[src/hdl/btl_pkg.sv]
// Shared sizes, payload words and controller commands for the trace log.
// Used by btl_ctrl, btl_dpath and the top level; depends on nothing.
package btl_pkg;

  localparam int BLOCKS    = 8;
  localparam int PER_BLOCK = 16;

  localparam int BLK_W     = $clog2(BLOCKS);
  localparam int CNT_W     = $clog2(BLOCKS + 1);
  localparam int FILL_W    = $clog2(PER_BLOCK + 1);
  localparam int REC_DEPTH = BLOCKS * PER_BLOCK;
  localparam int REC_W     = $clog2(REC_DEPTH);

  typedef struct packed {
    logic        func;
    logic [7:0]  thread_id;
    logic [15:0] message_id;
    logic [31:0] arg1;
    logic [31:0] arg2;
    logic [31:0] timestamp;
  } btl_in_t;

  typedef struct packed {
    logic        status;
    logic        gap_made;
    logic        is_gap_marker;
    logic [7:0]  thread_out;
    logic [15:0] message_out;
    logic [31:0] arg1_out;
    logic [31:0] arg2_out;
    logic [31:0] timestamp_out;
  } btl_out_t;

  typedef enum logic [3:0] {
    CMD_NOP,
    CMD_LATCH,
    CMD_SEL_TAIL,
    CMD_TAKE_FREE,
    CMD_PUSH_DATA,
    CMD_WRITE_REC,
    CMD_SEL_SWAP,
    CMD_UNLINK_SWAP,
    CMD_PUSH_SWAP,
    CMD_MARK,
    CMD_PLACE,
    CMD_EMPTY,
    CMD_RD_ADDR,
    CMD_RD_TAKE,
    CMD_UNLINK_RD,
    CMD_PUSH_FREE
  } btl_cmd_e;

  typedef struct packed {
    logic is_read;
    logic data_empty;
    logic free_empty;
    logic blk_full;
    logic drained;
  } btl_stat_t;

endpackage

[src/hdl/btl_ctrl.sv]
// Controller of the trace log: sequences list, memory and result commands.
// Drives btl_dpath through btl_pkg commands; depends on btl_pkg.
module btl_ctrl (
  input  logic               clk_i,
  input  logic               rst_ni,
  input  logic               in_valid_i,
  output logic               in_stall_o,
  output logic               out_valid_o,
  input  logic               out_stall_i,
  input  btl_pkg::btl_stat_t stat_i,
  output btl_pkg::btl_cmd_e  cmd_o
);
  import btl_pkg::*;

  typedef enum logic [3:0] {
    S_IDLE,
    S_DECODE,
    S_PUSH,
    S_CHECK,
    S_UNLINK_SWAP,
    S_PUSH_SWAP,
    S_MARK,
    S_PLACE,
    S_EMPTY,
    S_RD_TAKE,
    S_RD_UNLINK,
    S_RD_FREE
  } state_e;

  state_e   state_q, state_d;
  logic     out_valid_q;
  logic     out_load, out_busy;
  btl_cmd_e cmd;

  assign out_busy = out_valid_q && out_stall_i;

  always_comb begin
    cmd      = CMD_NOP;
    state_d  = state_q;
    out_load = 1'b0;
    case (state_q)
      S_IDLE: begin
        if (in_valid_i) begin
          cmd     = CMD_LATCH;
          state_d = S_DECODE;
        end
      end
      S_DECODE: begin
        if (stat_i.is_read) begin
          if (stat_i.data_empty) begin
            state_d = S_EMPTY;
          end else begin
            cmd     = CMD_RD_ADDR;
            state_d = S_RD_TAKE;
          end
        end else if (stat_i.data_empty) begin
          cmd     = CMD_TAKE_FREE;
          state_d = S_PUSH;
        end else begin
          cmd     = CMD_SEL_TAIL;
          state_d = S_CHECK;
        end
      end
      S_PUSH: begin
        cmd     = CMD_PUSH_DATA;
        state_d = S_CHECK;
      end
      S_CHECK: begin
        if (stat_i.blk_full) begin
          if (!stat_i.free_empty) begin
            cmd     = CMD_TAKE_FREE;
            state_d = S_PUSH;
          end else begin
            cmd     = CMD_SEL_SWAP;
            state_d = S_UNLINK_SWAP;
          end
        end else if (!out_busy) begin
          cmd      = CMD_WRITE_REC;
          out_load = 1'b1;
          state_d  = S_IDLE;
        end
      end
      S_UNLINK_SWAP: begin
        cmd     = CMD_UNLINK_SWAP;
        state_d = S_PUSH_SWAP;
      end
      S_PUSH_SWAP: begin
        cmd     = CMD_PUSH_SWAP;
        state_d = S_MARK;
      end
      S_MARK: begin
        cmd     = CMD_MARK;
        state_d = S_PLACE;
      end
      S_PLACE: begin
        if (!out_busy) begin
          cmd      = CMD_PLACE;
          out_load = 1'b1;
          state_d  = S_IDLE;
        end
      end
      S_EMPTY: begin
        if (!out_busy) begin
          cmd      = CMD_EMPTY;
          out_load = 1'b1;
          state_d  = S_IDLE;
        end
      end
      S_RD_TAKE: begin
        if (!out_busy) begin
          cmd      = CMD_RD_TAKE;
          out_load = 1'b1;
          state_d  = stat_i.drained ? S_RD_UNLINK : S_IDLE;
        end
      end
      S_RD_UNLINK: begin
        cmd     = CMD_UNLINK_RD;
        state_d = S_RD_FREE;
      end
      S_RD_FREE: begin
        cmd     = CMD_PUSH_FREE;
        state_d = S_IDLE;
      end
      default: state_d = S_IDLE;
    endcase
  end

  always_ff @(posedge clk_i or negedge rst_ni) begin
    if (!rst_ni) begin
      state_q     <= S_IDLE;
      out_valid_q <= 1'b0;
    end else begin
      state_q <= state_d;
      if (out_load) begin
        out_valid_q <= 1'b1;
      end else if (!out_stall_i) begin
        out_valid_q <= 1'b0;
      end
    end
  end

  assign cmd_o       = cmd;
  assign in_stall_o  = (state_q != S_IDLE);
  assign out_valid_o = out_valid_q;

`ifndef ASSERT_OFF
  a_load_into_free_slot: assert property (@(posedge clk_i) disable iff (!rst_ni)
    out_load |-> !(out_valid_q && out_stall_i))
    else $error("result word overwritten while stalled");
  a_busy_after_accept: assert property (@(posedge clk_i) disable iff (!rst_ni)
    (in_valid_i && !in_stall_o) |=> in_stall_o)
    else $error("second word accepted before the first finished");
  a_push_follows_take: assert property (@(posedge clk_i) disable iff (!rst_ni)
    (cmd == CMD_PUSH_DATA) |-> ($past(cmd) == CMD_TAKE_FREE))
    else $error("block pushed to data list without leaving free list");
`endif

endmodule

[config.mk]
export PLATFORM = sky130hd
export DESIGN_NAME = btl_ctrl
export DESIGN_NICKNAME = d
export VERILOG_FILES = /design/src/hdl/btl_pkg.sv /design/src/hdl/btl_ctrl.sv
export SDC_FILE = /design/constraint.sdc
export NUM_CORES = 1
export LEC_CHECK = 0
export ABC_AREA = 1
export BUFFER_PORTS_ARGS = -buffer_cell sky130_fd_sc_hd__buf_2
export CAP_MARGIN = 0
export CORE_AREA = 2 2 39 41
export CTS_BUF_LIST = sky130_fd_sc_hd__clkbuf_4 sky130_fd_sc_hd__clkbuf_8
export CTS_CLUSTER_DIAMETER = 150
export DETAILED_ROUTE_END_ITERATION = 6
export DIE_AREA = 0 0 41 43
export GPL_TIMING_DRIVEN = 0
export PLACE_DENSITY = 0.68
export SETUP_SLACK_MARGIN = 0.15
export SYNTH_ARGS = -nofsm -noshare
export SYNTH_HDL_FRONTEND = slang
export SYNTH_SLANG_ARGS = --single-unit
[constraint.sdc]
create_clock -name clk_i -period 1.2 [get_ports clk_i]
set_input_delay 0.12 -clock clk_i [delete_from_list [all_inputs] [get_ports clk_i]]
set_output_delay 0.12 -clock clk_i [all_outputs]
set_load 0.02 [all_outputs]
# Yosys cells after proc, flatten, opt, wreduce, memory -nomap -nowiden
# Cells that the tools add are included.
# Widths: inputs -> output; s select.
# op_classes
eq_ne,14
n_mux,26
n_reduce_logical,6
# op_table
operator,count
$mux 4,12
$pmux 4 s12,1
$pmux 4 s10,1
$eq 4x3->1 const B,4
$eq 4x4->1 const B,4
$mux 3,3
$eq 4x2->1 const B,2
$mux 1,8
$eq 4x1->1 const B,1
$logic_not 4->1,1
$ne 2x2->1 const B,2
$reduce_bool 4->1,1
$reduce_or 3->1,1
$ne 2x1->1 const B,1
$pmux 1 s2,1
$reduce_and 2->1,1
$reduce_or 2->1,1
$logic_and 1x1->1,1
# word_totals
ff_bits,5
input_bits,9
out_inout_bits,6
word_cells,48

# Longest topological paths before layout
# Gate-level depths: netlist of run 1.
# depth
ltp_word,5
ltp_mapped,9
ltp_nobuf,9

# Least setup slack after synthesis of run 1
# OpenSTA, ideal clock, no wires.
# synth_timing
path_kind,register to output
startpoint,register state_q[1]
endpoint,output cmd_o[0]
arrival_ps,1261
required_time_ps,1080
slack_ps,-181
stages_incl_launch_ff,6
path_buffers,0
path_cell_list,dfrtp_1 nor2_1 nand2_1 nor2_1 nor2_1 nand4_1
# synth_between
elab_chain_cells,2
word_cells_on_any_way,13
cone_classes,eq/ne: 11; mux: 1; reduce/logical: 1
# synth_lines
item,line,text
from (decl),btl_ctrl.sv:30,"state_e state_q, state_d;"
from (signal assigned),btl_ctrl.sv:133,state_q <= state_d;
"$eq 4x4->1, or another cell as far along",btl_ctrl.sv:41,case (state_q)
$pmux 4 s12 (*),btl_ctrl.sv:41,
to (decl),btl_ctrl.sv:11,output btl_pkg::btl_cmd_e cmd_o
# Every way passes the cells marked *; elsewhere a longest branch is shown, timed or not.

# Worst setup path in the final report of run 1
# layout_timing
startpoint,register state_q[0]
endpoint,output cmd_o[0]
# The elaborated chain is that of the path after synthesis.

==> summary.md, run 1 <==
| Metric | Value |
|---|---|
| Skew-Pair Late Insertion Delay | `0.26 ns` |
| Initial Utilization | `42.0%` |
| Fmax | `616 MHz` |
| Row cnt | `14` |
| Buffers added on ports | `14` |
| Failing checks | `negative setup slack` |
| Number of max-cap violations | `0` |
| Number of buffers created by CTS | `3` |
| Max_slew headroom | `85.2%` |
| DP Worst Slack | `-0.226 ns` |
| Overall global routing resource usage | `27.6%` |
| Final Hold Fails | `0` |
| Total Wirelength | `2.01 mm` |
| Critical path type | `reg2out` |
| Final #Nets | `147` |
| Worst path arrival time | `1.50 ns` |
| Core Util, Final | `69.1%` |
| Post-synthesis register bit count | `5` |
| Tightest Hold Check Type | `in2reg` |
| Cells after Synth | `103` |
| HPWL Detailed | `1.31 mm` |
| Core Region | `1380 sq um` |
| I/O Pins | `15` |
| Layout area overhead | `64.3%` |
| Vias per inst | `5.33` |
| Critical path's largest stage delay | `0.45 ns` |
| Root Driver | `clkbuf_4` |
| Final setup violation count | `9` |
| Clock skew | `0.00559 ns` |
| Wire per inst | `13.2 microns` |
| Syn_nets | `112` |
| Share of cells above drive strength 1 | `51.1%` |
| Average size of a mapped cell | `5.65 sq um` |
| Synthesized area | `582 sq um` |
| DR vias | `816` |
| Final Power | `2.73 mW` |
| Outcome | `complete, but fails checks` |
| CP cell instances | `buf_4, nand2_2, nor2_4, nand2_1, nand2_1, inv_1, nand4_1, buf_4` |
| RSZ-0062 raised after global routing | `true` |
| Initial antenna violation count | `0` |
| Sink Count | `5` |
| Pwr dens | `2860 nW/um^2` |
| WHS Path Cells | `3` |
| Yosys cell types | `21` |
| Die outline area | `1760 sq um` |
| Vias in the first global route | `755` |
| Crit share post-route | `135%` |
| 1st-pass router iterations | `4` |
| Worst-Margin Slew | `0.222 ns` |
| Drt drc | `0` |
| Die Y | `43 microns` |
| Leak | `0.515 nW` |
| Worst EP required | `1.08 ns` |
| # diodes | `0` |
| Reg2Reg Depth | `9` |
| Hold_ws | `0.149 ns` |
| Tmin final | `1.62 ns` |
| Post-synthesis sequential area ratio | `21.5%` |
| ANT nets after route | `0` |
| Peak fanout along the critical path | `5` |
| CTS tree | `done` |
| Htree depth | `1` |
| DRC marker count from the first detailed-route iteration | `32` |
| Max clock buf depth | `2` |
| Ys Warns | `0` |
| Largest net degree at the start of global routing | `7` |
| Clock transition at path regs | `0.05 ns` |
| Nature of the critical path endpoint | `primary output` |
| VDD IR max | `0.00156 V` |
| CP Launch Type | `register` |
| Die W | `41 microns` |
| Post-route setup slack | `-0.423 ns` |
| Critical-path top delay cell | `dfrtp_2` |
| GRT overflow | `0` |
| First-pass GRT wire length | `3.22 mm` |
| Final count of pins violating max slew | `0` |
| Gpl congestion | `0.827` |
==> cells by family (layout without fill, tap and decap cells) <==
kind of cell | count (synthesis) | in the layout | synth area share (%)
DFF | 5 | 5 | 21.5
and+or+nand+nor | 74 | 74 | 59.4
buffers and inverters | 14 | 48 | 9.03
AOI/OAI and AO/OA | 10 | 10 | 10.1
==> final cells by class <==
cell class / instances / area, sq um
multi-input combinational: 84 / 490
fill: 117 / 428
clock buffer: 4 / 30.0
tap: 16 / 20.0
timing repair buffer: 30 / 226
sequential: 5 / 131
inverter: 14 / 57.6
==> what timing repair did <==
| action | CTS | global route |
|---|---|---|
| pin swaps | 12 | 7 |
| hold buffers | 1 | 0 |
| buffers inserted | 13 | 2 |
| endpoints found under the setup margin | 9 | 10 |
| endpoints found under the hold margin | 5 | 0 |
| resized for setup | 18 | 8 |
==> Yosys cell counts <==
cell type	instances	area, sq um
nand2_2	5	31.3
nor2_2	4	25.0
inv_2	3	11.3
nor3_2	1	10.0
nand2_1	36	135
dfrtp_1	5	125
clkinv_1	1	3.75
o21ai_0	3	15.0
nor3b_1	1	7.51
nand4_1	3	18.8
nand3_1	9	45.0
o21ai_1	1	5.00
inv_1	10	37.5
and3_1	1	6.26
a22oi_1	1	7.51
nand3_2	1	10.0
o211ai_1	2	15.0
nor2_4	1	11.3
nor2_1	12	45.0
o22ai_1	1	6.26
a21oi_1	2	10.0
==> path summary, 6_finish.rpt <==
path                               to  slack (ns)  startpoint
setup / recovery             cmd_o[0]       -0.42  state_q[0]
hold / removal             state_q[2]        0.15   stat_i[2]
hold reg to reg            state_q[0]        0.57  state_q[0]
max in group asynchronous  state_q[2]        0.84      rst_ni
setup reg to reg           state_q[3]       -0.21  state_q[0]
min in group asynchronous  state_q[1]        0.21      rst_ni
==> critical path, delay by kind of cell (launching register included) <==
| kind | cells | cell delay (ns) |
|---|---|---|
| DFF | 1 | 0.45 |
| and+or+nand+nor | 5 | 0.37 |
| buffers and inverters | 3 | 0.41 |
==> layout by cell type (no fill, tap or decap), drive strengths merged, types with 2 or more instances in the layout <==
| master | synthesis | routed |
|---|---|---|
| nor2 | 17 | 17 |
| nand4 | 3 | 3 |
| nand3 | 10 | 10 |
| buf | 0 | 29 |
| clkbuf | 0 | 4 |
| dfrtp | 5 | 5 |
| o21ai | 4 | 4 |
| nand2 | 41 | 41 |
| o211ai | 2 | 2 |
| a21oi | 2 | 2 |
| inv | 13 | 13 |
==> state kept, by name, indices dropped and copies added (netlist names) <==
register,count
state_q,4
out_valid_o,1
==> layer usage <==
metal	vias to the layer above	routed length (microns)	GRT usage (%)	part of all wire, %
li1	401	-	-	-
met1	374	804	34.4	40
met2	35	1040	42.8	52
met3	6	126	6.28	6.3
met4	0	37	12.7	1.8
met5	-	0	0	0
==> report_power, final <==
part | internal (mW) | leakage (nW) | total, mW | switching [mW]
sequential | 0.258 | 0.0577 | 0.419 | 0.161
combinational | 0.934 | 0.439 | 2.08 | 1.15
clock | 0.149 | 0.0184 | 0.232 | 0.0831
total | 1.34 | 0.515 | 2.73 | 1.39
==> through the flow <==
step	setup TNS, ns	cell area (sq um)	instances
3_5_place_dp	-1.08	712	133
5_1_grt	-3.07	956	153
4_1_cts	-2.19	918	151
3_3_place_gp	-0.922	712	133
6_report	-2.40	956	153
2_1_floorplan	-0.0158	622	103
(Power assumes the default switching activity.)
==> inputs of run 2 (changes only) <==
--- a/config.mk
+++ b/config.mk
@@ -14,8 +14,10 @@
 export DETAILED_ROUTE_END_ITERATION = 6
 export DIE_AREA = 0 0 41 43
 export GPL_TIMING_DRIVEN = 0
+export MAX_ROUTING_LAYER = met4
 export PLACE_DENSITY = 0.68
 export SETUP_SLACK_MARGIN = 0.15
+export SLEW_MARGIN = 20
 export SYNTH_ARGS = -nofsm -noshare
 export SYNTH_HDL_FRONTEND = slang
 export SYNTH_SLANG_ARGS = --single-unit
==> summary.md, run 2 (same netlist as run 1, synthesis figures left out) <==
| Metric | Value |
|---|---|
| Gpl congestion | `0.839 (was 0.827)` |
| 1st-pass router iterations | `4 (unchanged)` |
| Worst path arrival time | `1.58 ns (was 1.50 ns)` |
| VDD IR max | `0.00141 V (was 0.00156 V)` |
| Htree depth | `1 (unchanged)` |
| DP Worst Slack | `-0.226 ns (unchanged)` |
| I/O Pins | `15 (unchanged)` |
| Fmax | `588 MHz (was 616 MHz)` |
| Tightest Hold Check Type | `in2reg (unchanged)` |
| Die outline area | `1760 sq um (unchanged)` |
| CTS tree | `done (unchanged)` |
| Peak fanout along the critical path | `6 (was 5)` |
| Most common cell after layout, fill and taps aside | `nand2_1 (unchanged)` |
| Comb power frac | `76.8% (was 76.1%)` |
| Buffers added on ports | `14 (unchanged)` |
| Critical path's largest stage delay | `0.50 ns (was 0.45 ns)` |
| Largest net degree at the start of global routing | `7 (unchanged)` |
| Die W | `41 microns (unchanged)` |
| Root Driver | `clkbuf_4 (unchanged)` |
| Final count of pins violating max slew | `0 (unchanged)` |
| Final Hold Fails | `0 (unchanged)` |
| Layout area overhead | `72.7% (was 64.3%)` |
| Critical path type | `reg2out (unchanged)` |
| Skew-Pair Late Insertion Delay | `0.26 ns (about the same)` |
| Leak | `0.535 nW (was 0.515 nW)` |
| # diodes | `0 (unchanged)` |
| Overall global routing resource usage | `28.2% (was 27.6%)` |
| Final setup violation count | `9 (unchanged)` |
| RSZ-0062 raised after global routing | `true (unchanged)` |
| Placement Cell Area | `712 sq um (unchanged)` |
| Post-route cell area | `1000 sq um (was 956 sq um)` |
| Max clock buf depth | `2 (unchanged)` |
| Total Wirelength | `2.22 mm (was 2.01 mm)` |
| Most frequent cells in the layout | `nand2_1 (29), buf_4 (15), buf_2 (10), nand2_2 (9), inv_1 (7) (was nand2_1 (31), buf_4 (15), buf_2 (10), nand2_2 (9), inv_1 (8))` |
| First-pass GRT wire length | `3.21 mm (was 3.22 mm)` |
| CP cell instances | `buf_6, nor3_4, o211ai_1, nand4_1, buf_4 (was buf_4, nand2_2, nor2_4, nand2_1, nand2_1, inv_1, nand4_1, buf_4)` |
| Seq pwr share | `15.0% (was 15.4%)` |
| Vias per inst | `5.53 (was 5.33)` |
| Failing checks | `negative setup slack (unchanged)` |
| Worst-Margin Slew | `0.263 ns (was 0.222 ns)` |
| Number of max-cap violations | `0 (unchanged)` |
| Crit share post-route | `142% (was 135%)` |
| Top delay family on crit path | `flip-flops (unchanged)` |
| Outcome | `complete, but fails checks (unchanged)` |
| Initial antenna violation count | `0 (unchanged)` |
| CP Launch Type | `register (unchanged)` |
| Nature of the critical path endpoint | `primary output (unchanged)` |
| Tmin final | `1.70 ns (was 1.62 ns)` |
| Max_slew headroom | `82.5% (was 85.2%)` |
| Post-route setup slack | `-0.501 ns (was -0.423 ns)` |
| DR vias | `857 (was 816)` |
| Switch Pwr | `1.50 mW (was 1.39 mW)` |
| Wire per inst | `14.3 microns (was 13.2 microns)` |
| Sw Ratio | `51.6% (was 50.9%)` |
| Clock skew | `0.00848 ns (was 0.00559 ns)` |
| Core Region | `1380 sq um (unchanged)` |
| Number of buffers created by CTS | `3 (unchanged)` |
| Final #Nets | `149 (was 147)` |
| Buffer and inverter count on the worst path | `2 (was 3)` |
| GRT overflow | `0 (unchanged)` |
| ANT nets after route | `0 (unchanged)` |
| Initial Utilization | `42.0% (unchanged)` |
| Clock Power Share | `8.2% (was 8.5%)` |
| Internal | `1.40 mW (was 1.34 mW)` |
| Drt drc | `0 (unchanged)` |
| Pwr dens | `2890 nW/um^2 (was 2860 nW/um^2)` |
| HPWL Detailed | `1.31 mm (unchanged)` |
| Clock transition at path regs | `0.05 ns (about the same)` |
| Worst EP required | `1.08 ns (about the same)` |
| Share of cells above drive strength 1 | `56.1% (was 51.1%)` |
| Max reg flops | `4 (unchanged)` |
| Die Y | `43 microns (unchanged)` |
| Sink Count | `5 (unchanged)` |
| Row cnt | `14 (unchanged)` |
| DRC marker count from the first detailed-route iteration | `31 (was 32)` |
| Vias in the first global route | `756 (was 755)` |
| Critical-path top delay cell | `dfrtp_2 (unchanged)` |
| Largest reg by FF count | `state_q (unchanged)` |
-- run 2: final timing paths --
check                      startpoint          to  slack, ns  cells past startpoint
setup / recovery           state_q[3]    cmd_o[0]      -0.50                      5
setup reg to reg           state_q[0]  state_q[0]      -0.23                      8
max in group asynchronous      rst_ni  state_q[2]       0.84                      2
hold reg to reg            state_q[0]  state_q[0]       0.58                      2
min in group asynchronous      rst_ni  state_q[1]       0.20                      2
hold / removal              stat_i[2]  state_q[2]       0.15                      3
-- run 2: final cells by class --
cell class,count,area [sq um]
Sequential cell,5,131
Inverter,14,57.6
Clock buffer,4,30.0
Tap cell,16,20.0
Fill cell,103,379
Multi-Input combinational cell,84,517
Timing Repair Buffer,32,249
-- run 2: power by group through the flow --
stage                     Combinational (mW)  Clock (mW)  Sequential (mW)
after floorplan                         1.00           0            0.427
after global placement                  1.33           0            0.441
after detailed placement                1.34           0            0.443
after CTS                               1.91       0.238            0.413
after global routing                    2.36       0.253            0.441
final                                   2.23       0.238            0.435
-- run 2: what timing repair did --
| action | CTS | global route |
|---|---|---|
| gates resized for setup | 18 | 18 |
| buffers inserted | 13 | 4 |
| hold buffers | 1 | 0 |
| pin swaps | 12 | 9 |
| endpoints found under the setup margin | 9 | 10 |
| hold endpoints to repair | 5 | 0 |
-- run 2: metrics by stage --
stage | power [mW] | std cells | setup TNS, ns | utilization [%] | hold slack, ns
CTS | 2.56 | 151 | -2.19 | 66.4 | 0.144
detailed placement | 1.78 | 133 | -1.08 | 51.4 | -0.0558
finish | 2.90 | 155 | -2.66 | 72.6 | 0.151
global placement | 1.77 | 133 | -0.922 | 51.4 | -0.0622
global route | 3.05 | 155 | -3.11 | 72.6 | 0.171
floorplan | 1.43 | 103 | -0.0158 | - | -0.176
-- run 2: worst reg2reg max path: stages (launching register included) --
cell	delay, ns
dfrtp_2	0.45
buf_6	0.14
nor2_4	0.16
buf_4	0.15
nand3_1	0.07
nand2_2	0.12
nor2_1	0.07
o21ai_1	0.09
nand2_1	0.07
-- run 2: layer usage --
layer / vias up / share of wire (%) / global-route usage, %
met5: - / 0 / -
met4: 0 / 2.3 / 12.7
met3: 7 / 5.7 / 6.28
met2: 36 / 52 / 42.8
met1: 414 / 40 / 34.1
li1: 400 / - / -
==> inputs of run 3 (changes only) <==
--- a/config.mk
+++ b/config.mk
@@ -15,7 +15,7 @@
 export DIE_AREA = 0 0 41 43
 export GPL_TIMING_DRIVEN = 0
 export MAX_ROUTING_LAYER = met4
-export PLACE_DENSITY = 0.68
+export PLACE_DENSITY = 0.65
 export SETUP_SLACK_MARGIN = 0.15
 export SLEW_MARGIN = 20
 export SYNTH_ARGS = -nofsm -noshare
==> constraint.sdc (replaced) <==
create_clock -name clk_i -period 2.1 [get_ports clk_i]
set_input_delay 0.21 -clock clk_i [delete_from_list [all_inputs] [get_ports clk_i]]
set_output_delay 0.21 -clock clk_i [all_outputs]
set_load 0.02 [all_outputs]
==> summary.md, run 3 (same netlist as run 1, synthesis figures left out) <==
| Metric | Value |
|---|---|
| Post-route cell area | `714 sq um (was 1000 sq um)` |
| DP Worst Slack | `0.566 ns (was -0.226 ns)` |
| Die W | `41 microns (unchanged)` |
| Leak | `0.422 nW (was 0.535 nW)` |
| Pwr dens | `1490 nW/um^2 (was 2890 nW/um^2)` |
| Reg area | `125 sq um (was 131 sq um)` |
| Worst path arrival time | `1.59 ns (was 1.58 ns)` |
| Core Region | `1380 sq um (unchanged)` |
| I/O Pins | `15 (unchanged)` |
| Clock skew | `0.000602 ns (was 0.00848 ns)` |
| Tightest Hold Check Type | `in2reg (unchanged)` |
| Buffers added on ports | `14 (unchanged)` |
| Die Y | `43 microns (unchanged)` |
| Post-route setup slack | `0.300 ns (was -0.501 ns)` |
| Hold_ws | `0.271 ns (was 0.151 ns)` |
| Clock Power Share | `11.2% (was 8.2%)` |
| Critical-path top delay cell | `dfrtp_1 (was dfrtp_2)` |
| Placement Cell Area | `672 sq um (was 712 sq um)` |
| Wire per inst | `10.4 microns (was 14.3 microns)` |
| Htree depth | `1 (unchanged)` |
| Number of max-cap violations | `0 (unchanged)` |
| # diodes | `0 (unchanged)` |
| Switch Pwr | `595 uW (was 1.50 mW)` |
| Area occupied by multi-input gates | `407 sq um (was 517 sq um)` |
| Most frequent cells in the layout | `nand2_1 (36), buf_2 (14), nor2_1 (11), inv_1 (10), nand3_1 (9) (was nand2_1 (29), buf_4 (15), buf_2 (10), nand2_2 (9), inv_1 (7))` |
| Seq pwr share | `19.5% (was 15.0%)` |
| Worst-Margin Slew | `0.396 ns (was 0.263 ns)` |
| CP cell instances | `nand2_1, nor3_2, o211ai_1, nand4_1, buf_2 (was buf_6, nor3_4, o211ai_1, nand4_1, buf_4)` |
| CP Launch Type | `register (unchanged)` |
| Critical path's largest stage delay | `0.44 ns (was 0.50 ns)` |
| Nature of the critical path endpoint | `primary output (unchanged)` |
| Final count of pins violating max slew | `0 (unchanged)` |
| Crit path launch | `state_q[0] (was state_q[3])` |
| Fmax | `555 MHz` |
| First-pass GRT wire length | `2.43 mm (was 3.21 mm)` |
| GRT overflow | `0 (unchanged)` |
| Max clock buf depth | `2 (unchanged)` |
| Worst EP required | `1.89 ns (was 1.08 ns)` |
| Final Hold Fails | `0 (unchanged)` |
| Filler instances | `148 (was 103)` |
| Largest reg by FF count | `state_q (unchanged)` |
| Critical path type | `reg2out (unchanged)` |
| Outcome | `completed (was complete, but fails checks)` |
| Gpl congestion | `0.828 (was 0.839)` |
| Sw Ratio | `56.0% (was 51.6%)` |
| Tmin final | `1.80 ns` |
| Hold_sp | `stat_i[2] (unchanged)` |
| Post-Route Setup TNS | `0 ns (was -2.66 ns)` |
| Initial antenna violation count | `0 (unchanged)` |
| Worst R2R Start | `state_q[0] (unchanged)` |
| Sink Count | `5 (unchanged)` |
| Max reg flops | `4 (unchanged)` |
| Skew-Pair Late Insertion Delay | `0.23 ns (was 0.26 ns)` |
| DRC marker count from the first detailed-route iteration | `35 (was 31)` |
| Internal | `468 uW (was 1.40 mW)` |
| Max_slew headroom | `73.5% (was 82.5%)` |
| Final setup violation count | `0 (was 9)` |
| Layout area overhead | `22.8% (was 72.7%)` |
| Clock transition at path regs | `0.04 ns (was 0.05 ns)` |
| Number of buffers created by CTS | `3 (unchanged)` |
| Largest net degree at the start of global routing | `8 (was 7)` |
| Crit share post-route | `85.7%` |
| Row cnt | `14 (unchanged)` |
| Initial Utilization | `42.0% (unchanged)` |
| HPWL Detailed | `1.21 mm (was 1.31 mm)` |
| ANT nets after route | `0 (unchanged)` |
| Overall global routing resource usage | `20.4% (was 28.2%)` |
| Most common cell after layout, fill and taps aside | `nand2_1 (unchanged)` |
| Drt drc | `0 (unchanged)` |
| 1st-pass router iterations | `5 (was 4)` |
| Root Driver | `clkbuf_4 (unchanged)` |
| Core Util, Final | `51.6% (was 72.6%)` |
| Vias in the first global route | `616 (was 756)` |
| Total Wirelength | `1.44 mm (was 2.22 mm)` |
| Vias per inst | `5.07 (was 5.53)` |
| Comb power frac | `69.3% (was 76.8%)` |
| VDD IR max | `0.000617 V (was 0.00141 V)` |
| RSZ-0062 raised after global routing | `false (was true)` |
| Share of cells above drive strength 1 | `27.9% (was 56.1%)` |
| DR vias | `700 (was 857)` |
| CTS tree | `done (unchanged)` |
| Final #Nets | `132 (was 149)` |
| Die outline area | `1760 sq um (unchanged)` |
| Peak fanout along the critical path | `7 (was 6)` |
[run 3: cell count changes in the layout (fill, tap and decap cells not counted), sizes merged]
cell | before | now
buf | 31 | 14
[run 3: final cells by class]
class                           instances  share of cell area, %
Multi-Input combinational cell         84                   56.9
Inverter                               14                   7.36
Clock buffer                            4                   4.20
Timing Repair Buffer                   15                   11.2
Sequential cell                         5                   17.5
Tap cell                               16                   2.80
[run 3: path summary, 6_finish.rpt]
path	slack, ns	cells past startpoint	endpoint
worst max-delay path	0.30	5	cmd_o[0]
worst min-delay path	0.27	3	state_q[2]
worst max register to register	0.76	6	state_q[1]
worst min register to register	0.60	2	state_q[0]
max in group asynchronous	1.66	2	out_valid_o
min in group asynchronous	0.32	2	state_q[2]
[run 3: power by group through the flow]
stage,sequential (mW),combinational [mW],clock [mW]
detailed placement,0.205,0.733,0
global placement,0.207,0.729,0
CTS,0.204,0.736,0.127
floorplan,0.207,0.538,0
finish,0.208,0.736,0.119
global route,0.218,0.828,0.132
[run 3: routing by layer]
| metal | global-route usage [%] | wire (microns) | vias up |
|---|---|---|---|
| met3 | 4.71 | 65 | 2 |
| met2 | 29.1 | 699 | 18 |
| met4 | 6.00 | 15 | 0 |
| li1 | - | - | 370 |
| met1 | 28.1 | 657 | 310 |
| met5 | - | 0 | - |
[run 3: through the flow]
step,power (mW),instances
3_3_place_gp,0.936,133
3_5_place_dp,0.938,133
2_1_floorplan,0.745,103
6_report,1.06,138
4_1_cts,1.07,138
5_1_grt,1.18,138
[run 3: timing repair]
item	CTS	global route
buffers inserted	0	0
hold endpoints to repair	5	0
hold buffers	1	0
resized for setup	0	1
endpoints found under the setup margin	0	2
[run 3: critical path, delay by kind of cell, from the launching register on]
family,cells,cell delay (ns)
AOI/OAI and AO/OA,1,0.16
buffers and inverters,1,0.16
DFF,1,0.44
and+or+nand+nor,3,0.59
